[src/scbt_pkg.sv]
// scbt_pkg: shared types and fixed constants for the shaft cull box test.
// No dependencies.
package scbt_pkg;

    localparam int TOL_W     = 23;
    localparam int LOAD_W    = 52;
    localparam int SLOT_W    = 5;
    localparam int CMD_W     = 2;
    localparam int CFG_IDX_W = 2;
    localparam int BND_SLOTS = 18;

    typedef enum logic [CMD_W-1:0] {
        CMD_LOAD_BOUND  = 2'd0,
        CMD_LOAD_NORMAL = 2'd1,
        CMD_LOAD_OFFSET = 2'd2,
        CMD_TEST        = 2'd3
    } t_cmd;

    typedef enum logic [CFG_IDX_W-1:0] {
        CFG_TOLERANCE   = 2'd0,
        CFG_PLANAR_2D   = 2'd1,
        CFG_PLANE_COUNT = 2'd2,
        CFG_UNUSED      = 2'd3
    } t_cfg_idx;

    // load beat as seen by the storage holders
    typedef struct packed {
        logic              we;
        t_cmd              cmd;
        logic [SLOT_W-1:0] slot;
        logic [LOAD_W-1:0] value;
    } t_load;

    // test token walking down the cell chain
    typedef struct packed {
        logic vld;
        logic alive;   // inside extent, no end box hit, no plane culled yet
        logic h1;
        logic h2;
    } t_tok;

endpackage

[src/scbt_front.sv]
// scbt_front: stored reference boxes and the box overlap tests.
// Depends on scbt_pkg.
module scbt_front
    import scbt_pkg::*;
#(
    parameter int COORD_BITS = 24
) (
    input  logic                         i_clk,
    input  logic                         i_rst_n,
    input  t_load                        i_load,
    input  logic                         i_test,
    input  logic [TOL_W-1:0]             i_tol,
    input  logic                         i_flat,
    input  logic signed [COORD_BITS-1:0] i_qmin [3],
    input  logic signed [COORD_BITS-1:0] i_qmax [3],
    output t_tok                         o_tok,
    output logic signed [COORD_BITS-1:0] o_qmin [3],
    output logic signed [COORD_BITS-1:0] o_qmax [3]
);
    localparam int W  = COORD_BITS;
    localparam int SW = ((W > TOL_W) ? W : TOL_W) + 2;

    logic signed [W-1:0]  r_bnd [BND_SLOTS];
    logic signed [SW-1:0] w_tol;
    logic [2:0]           w_disj;
    t_tok                 r_tok;

    assign w_tol = $signed({{(SW-TOL_W){1'b0}}, i_tol});

    always_comb begin
        for (int b = 0; b < 3; b++) begin
            w_disj[b] = 1'b0;
            for (int k = 0; k < 3; k++) begin
                if (k < 2 || !i_flat) begin
                    if (SW'(i_qmin[k]) + w_tol >= SW'(r_bnd[b*6+k+3]))
                        w_disj[b] = 1'b1;
                    if (SW'(r_bnd[b*6+k]) + w_tol >= SW'(i_qmax[k]))
                        w_disj[b] = 1'b1;
                end
            end
        end
    end

    always_ff @(posedge i_clk) begin
        if (i_load.we && i_load.cmd == CMD_LOAD_BOUND) begin
            for (int s = 0; s < BND_SLOTS; s++) begin
                if (32'(i_load.slot) == s)
                    r_bnd[s] <= i_load.value[W-1:0];
            end
        end
    end

    always_ff @(posedge i_clk) begin
        if (!i_rst_n) begin
            r_tok <= '0;
        end else begin
            r_tok.vld   <= i_test;
            r_tok.h1    <= !w_disj[0] && !w_disj[1];
            r_tok.h2    <= !w_disj[0] && !w_disj[2];
            r_tok.alive <= !(w_disj[0] | !w_disj[1] | !w_disj[2]);
        end
    end

    always_ff @(posedge i_clk) begin
        o_qmin <= i_qmin;
        o_qmax <= i_qmax;
    end

    assign o_tok = r_tok;
endmodule

[config.mk]
export PLATFORM = sky130hd
export DESIGN_NAME = scbt_front
export DESIGN_NICKNAME = d
export VERILOG_FILES = /design/src/scbt_pkg.sv /design/src/scbt_front.sv
export SDC_FILE = /design/constraint.sdc
export NUM_CORES = 1
export LEC_CHECK = 0
export ABC_AREA = 1
export BUFFER_PORTS_ARGS = -buffer_cell sky130_fd_sc_hd__buf_4
export CORE_MARGIN = 2
export CORE_UTILIZATION = 55
export CTS_BUF_LIST = sky130_fd_sc_hd__clkbuf_16
export CTS_CLUSTER_SIZE = 10
export DETAILED_ROUTE_END_ITERATION = 7
export PLACE_DENSITY = 0.75
export RECOVER_POWER = 50
export SLEW_MARGIN = 20
export SYNTH_ARGS = -nofsm -noshare
export SYNTH_HDL_FRONTEND = slang
export SYNTH_SLANG_ARGS = --single-unit
[constraint.sdc]
create_clock -name i_clk -period 3.75 [get_ports i_clk]
set_clock_uncertainty 0.1 [all_clocks]
set_input_delay 0 -clock i_clk [delete_from_list [all_inputs] [get_ports i_clk]]
set_output_delay 0 -clock i_clk [all_outputs]
set_load 0.05 [all_outputs]
==> qor.yml, run 1 <==
grt_pass1_vias: 37381
layout-drive-gt1-share_pct: 14.7
end_kind: "register"
grt-ovfl-total: 0
synth_fp_nets: 5741
power_density_mw_per_mm2: 360
post-place-ws_ps: -299
fin_area_mm2: 0.0540
antenna_left: 0
cts_buffer_depth: 3
vias: 39183
drc: 0
ys_warn_count: 0
avgViaCountPerCell: 5.72
clkLatencyLatePin_ps: 660
syn-instance-count: 4772
start_util_pct: 55.4
synth_flop_cell: "edfxtp_1"
grtUsageMet2_pct: 56.4
drtPass1Iterations: 7
synth_edf_count: 432
wire_per_inst_um: 21.0
min_path_type: "in2reg"
critPathLaunchType: "register"
routed_wl_um: 144000
violations: "max-capacitance violations, max-slew violations, negative setup slack"
holdWs_ps: 37.4
grt_pass1_wl_um: 211000
layout.nets: 6782
setup_viol: 1
h-tree-depth: 3
dpl.hpwl_um: 102000
worst_ep_arrival_time_ps: 4280
path_class: "reg2reg"
netlist_area_mm2: 0.0420
stdcell_count: 6855
grt_use_total_pct: 35.7
final_hold_viol_count: 0
finalWorstSetupSlack_ps: -59.7
layout_min_cycle_time_ps: 3810
synth_top_area_cell: "edfxtp_1"
design.core.area_mm2: 0.0758
max_cap_viol_count: 23
max_freq_mhz: 262
status: "complete, but fails checks"
rows: 101
area_growth_pct: 28.5
antenna_found_initial: 6
yosysSeqAreaShare_pct: 37.9
worst-endpoint-required_ps: 4220
ir_worst_vdd_mv: 0.431
cts.reportedPaths.clkPinSlew_ps: 60
report.final.slew_viol_count: 439
cts.sinks: 580
max_slew_margin_pct: -44.0
tightest_slew_ps: 2160
grt.busiest_layer: "met2"
numCtsBuffers: 72
gp_congestion: 0.963
ios: 379
grt_use_met3_pct: 7.10
tns_ps: -59.7
cp_max_fo: 3
dpl_cell_area_mm2: 0.0483
syn_avg_cell_area_um2: 8.80
dp.cells: 6386
yosys.area.top_type_share_pct: 30.9
die_w_um: 280
port_buffers: 350
synth_seq_cells: 580
tritoncts: "done"
ys_top_cells_by_area: "edfxtp_1 31%, ha_1 22%, nand2_1 8.7%"
die_height_um: 280
leakage_nw: 25.7
rsz0062_at_grt: "yes"
finalCritPeriodShare_pct: 102
met1_usage_pct: 47.2
synthArstFlopShare_pct: 0
synth.distinct_cells: 56
drt-initial-drc-count: 3969
root_buffer: "clkbuf_16"
die-area_mm2: 0.0786
reg2reg_slack_ps: -60
grt_max_degree: 25
critical path, stage by stage (launching register included):
cell and delay (ps):
edfxtp_1 330, ha_1 190, inv_1 80, fa_2 380, o21ai_4 210, a21boi_2 100, o21ai_2 200, a21oi_2 100
o21bai_2 200, buf_4 140, xor2_1 230, ha_1 300, a21oi_1 130, nor2_1 50, nor2_1 80, nand2_1 50
a21oi_1 150, nand3_1 170, nand2_1 100, inv_1 50, nand3_1 60, nand2_1 60, nand2_1 90, nand2_1 80
nor2_2 110
layout by cell type (no fill, tap or decap), drive strengths merged, types with 8 or more instances in the layout:
cell and n:
nor2 350, edfxtp 432, a21boi 23, nand2 989, nor3 57, nand3 169
nor3b 8, o21ai 186, dfxtp 148, clkbuf 241, fa 12, xnor2 99
o21bai 21, a21o 46, ha 726, buf 483, a211oi 9, clkinv 11
a31oi 25, xor2 154, o21a 40, nand4 66, inv 726, nor4 19
nand3b 20, dlygate4sd3 319, a21oi 448
path summary, 6_finish.rpt:
path,from,endpoint,cells after the start
setup / recovery,r_bnd[8][0]$_DFFE_PP_,o_tok[2]$_SDFF_PN0_,24
hold / removal,i_load[56],r_bnd[17][19]$_DFFE_PP_,4
setup reg to reg,r_bnd[8][0]$_DFFE_PP_,o_tok[2]$_SDFF_PN0_,24
hold reg to reg,r_bnd[17][23]$_DFFE_PP_,o_tok[0]$_SDFF_PN0_,7
cell usage after synthesis (16+ instances only):
cell type,n
a21o_1,46
a21oi_1,430
a21oi_2,16
a31oi_1,25
dfxtp_1,148
edfxtp_1,432
ha_1,726
inv_1,675
nand2_1,977
nand3_1,168
nand3b_1,20
nand4_1,66
nor2_1,345
nor3_1,56
nor4_1,17
o21a_1,40
o21ai_0,137
o21ai_1,19
o21ai_2,29
o21bai_1,16
xnor2_1,99
xor2_1,154
per-stage QoR:
| stage | utilization [%] | total power (W) |
|---|---|---|
| 6_report | 71.2 | 0.0194 |
| 5_1_grt | 71.2 | 0.0202 |
| 4_1_cts | 70.9 | 0.0192 |
| 3_5_place_dp | 63.7 | 0.0125 |
| 3_3_place_gp | 63.7 | 0.0124 |
| 2_1_floorplan | - | 0.0104 |
routing by layer:
layer,wire length (µm),vias to the layer above
met5,0,-
met4,8260,0
met3,14900,448
met2,63100,2001
met1,58000,18277
li1,-,18457
what timing repair did:
action                                  in CTS  in global routing
hold buffers                               319                  0
setup buffers                                0                 13
hold endpoints to repair                   628                  0
endpoints found under the setup margin       3                  3
pin swaps                                   11                 84
resized for setup                           24                144
flip-flops by register name, indices dropped and copies added, names as in the netlist:
signal  cells
o_qmin     72
o_qmax     72
o_tok       4
r_bnd     432
where the power goes:
part	total, W	leakage [nW]	switching [W]	internal (W)
sequential	0.00703	5.13	0.0000351	0.00700
clock	0.00646	1.22	0.00290	0.00356
combinational	0.00592	19.4	0.00359	0.00233
total	0.0194	25.7	0.00653	0.0129
cell type report:
cell class / instances / area [µm²]
Multi-Input combinational cell: 3512 / 24200
Fill cell: 5741 / 21800
Sequential cell: 580 / 15900
Timing Repair Buffer: 970 / 7870
Inverter: 677 / 2540
Clock buffer: 73 / 1830
Tap cell: 978 / 1220
Clock inverter: 60 / 339
Antenna cell: 5 / 12.5
cell families after synthesis:
family	Yosys count	synth area share, %
simple gates	1690	16.8
compound gates	831	11.7
fa+ha+maj	738	22.2
buf+inv	680	6.09
flops	580	37.9
xor+xnor	253	5.28
(Power assumes the default switching activity.)
==> inputs of run 2 (changes only) <==
- PLACE_DENSITY: 0.75 -> 0.78
==> run 2 against run 1 <==
The run still ends with max-capacitance violations, max-slew violations, negative setup slack left. Critical path depth down 5. Die area did not move. Core utilization is 0.53 points higher. Cell area is 0.74% higher. Critical path type unchanged. Largest cell class unchanged.
==> qor.yml, run 2 (synthesized netlist as in run 1, its figures left out) <==
status: "complete, but fails checks"
violations: "max-capacitance violations, max-slew violations, negative setup slack"
max_freq_mhz: 260
cts_buffer_depth: 3
max_cap_viol_count: 24
final_hold_viol_count: 0
h-tree-depth: 3
grt_pass1_wl_um: 223000
grt_pass1_vias: 39022
port_buffers: 350
rsz0062_at_grt: "yes"
ir_worst_vdd_mv: 0.393
avgViaCountPerCell: 5.80
ios: 379
nFillCells: 5689
layout_min_cycle_time_ps: 3840
vias: 40113
wire_per_inst_um: 22.1
startpoint: "r_bnd[2][0]$_DFFE_PP_"
report.final.slew_viol_count: 456
tightest_slew_ps: 2210
clkLatencyLatePin_ps: 640
critPathMaxStageDelay_ps: 370
rr_endpoint: "o_tok[1]$_SDFF_PN0_"
cpMaxStageDelayCell: "fa_2"
antenna_found_initial: 7
die-area_mm2: 0.0786
grt-ovfl-total: 0
reg_top3: "r_bnd (432), o_qmax (72), o_qmin (72)"
crit_chain: "ha_2 > inv_1 > fa_2 > o21ai_4 > a21boi_0 > o21ai_1 > buf_4 > xor2_1 > ha_1 > nand2_1 > buf_4 > nor4_1 > nand3_1 > nand3_1 > nand2_1 > nand3_1 > nand2_2 > nand2_1 > nor2_1"
critPathBufInv: 3
design.core.area_mm2: 0.0758
cp_max_fo: 3
die_w_um: 280
layout-drive-gt1-share_pct: 15.6
layout.cells.most_common: "nand2_1"
finalPower_w: 0.0197
leakage_nw: 26.0
max_slew_margin_pct: -47.1
cts.sinks: 580
final_cell_mix: "959 x nand2_1, 710 x inv_1, 708 x ha_1"
fin_util_pct: 71.7
grt_max_degree: 25
power_density_mw_per_mm2: 363
crit_cells: 19
critPathLaunchType: "register"
finalCritPeriodShare_pct: 103
root_buffer: "clkbuf_16"
grt_use_total_pct: 37.9
routed_wl_um: 152000
setup_viol: 3
path_delay_family: "simple AND/OR/NAND/NOR gates"
die_height_um: 280
rows: 101
worst_ep_arrival_time_ps: 4250
path_class: "reg2reg"
r2r_cells: 19
timing.rr.start: "r_bnd[2][0]$_DFFE_PP_"
cts.reportedPaths.clkPinSlew_ps: 60
reg2reg_slack_ps: -90
tritoncts: "done"
stdcell_count: 6912
largest_register_ff_count: 432
drtPass1Iterations: 7
dp.cells: 6448
largest_register: "r_bnd"
worst-endpoint-required_ps: 4160
drc: 0
numCtsBuffers: 72
gp_congestion: 1.03
finalWorstSetupSlack_ps: -94.6
cp-endpoint: "o_tok[1]$_SDFF_PN0_"
area_growth_pct: 29.5
drt-initial-drc-count: 3898
antenna_left: 0
layout.nets: 6840
dpl.hpwl_um: 107000
end_kind: "register"
start_util_pct: 55.4
min_path_type: "in2reg"
[run 2: cell count changes in the layout (fill, tap and decap cells not counted), sizes merged]
| cell | delta |
|---|---|
| inv | -5 |
| diode | +1 |
| dlygate4sd3 | -5 |
| clkinv | -1 |
| buf | +75 |
| clkbuf | -11 |
| bufinv | +3 |
[run 2: worst min-delay path by stage]
stage	startpoint	endpoint	slack, ps	depth (start not counted)
detailed placement	i_qmax[4]	o_qmax[4]$_DFF_P_	10	1
global route	i_qmin[8]	o_qmin[8]$_DFF_P_	8	2
CTS	i_qmin[8]	o_qmin[8]$_DFF_P_	3	2
finish	i_qmin[8]	o_qmin[8]$_DFF_P_	20	2
global placement	i_qmax[65]	o_qmax[65]$_DFF_P_	10	1
floorplan	i_qmax[0]	o_qmax[0]$_DFF_P_	-70	0
[run 2: per-layer routing]
| metal | global-route usage (%) | up-vias | part of all wire [%] |
|---|---|---|---|
| li1 | - | 18579 | - |
| met1 | 47.9 | 18713 | 38 |
| met2 | 60.2 | 2216 | 44 |
| met3 | 6.65 | 597 | 9.9 |
| met4 | 23.8 | 8 | 7.6 |
| met5 | 0 | - | 0.033 |
[run 2: final cells by class]
class | instances | area (µm²) | share of cell area (%)
well taps | 978 | 1220 | 2.25
flip-flops and latches | 580 | 15900 | 29.3
diodes | 6 | 15.0 | 0.0276
repair buffers | 1028 | 8290 | 15.3
multi-input cells | 3512 | 24200 | 44.4
clock buffers | 74 | 1850 | 3.41
clock inverters | 57 | 350 | 0.644
inverters | 677 | 2540 | 4.67
[run 2: repair_timing]
| item | in CTS | in global routing |
|---|---|---|
| pin swaps | 3 | 45 |
| gates resized for setup | 16 | 134 |
| buffers inserted | 1 | 12 |
| endpoints found under the hold margin | 628 | 0 |
| hold buffers | 314 | 0 |
| endpoints found under the setup margin | 3 | 3 |
[run 2: metrics by stage]
step	TNS (ps)	setup WS [ps]	hold WS, ps	instance area [µm²]
6_report	-248	-94.6	15.9	54400
5_1_grt	-768	-291	7.97	54400
3_3_place_gp	-995	-407	13.6	48700
4_1_cts	0	4.34	3.49	54100
2_1_floorplan	0	515	-72.3	42000
3_5_place_dp	-1250	-494	14.2	48700
[run 2: report_power, final]
| part | total, W | internal [W] | leakage, nW | switching [W] |
|---|---|---|---|---|
| registers | 0.00703 | 0.00700 | 5.13 | 0.0000378 |
| logic | 0.00605 | 0.00238 | 19.7 | 0.00367 |
| clock network | 0.00666 | 0.00378 | 1.22 | 0.00288 |
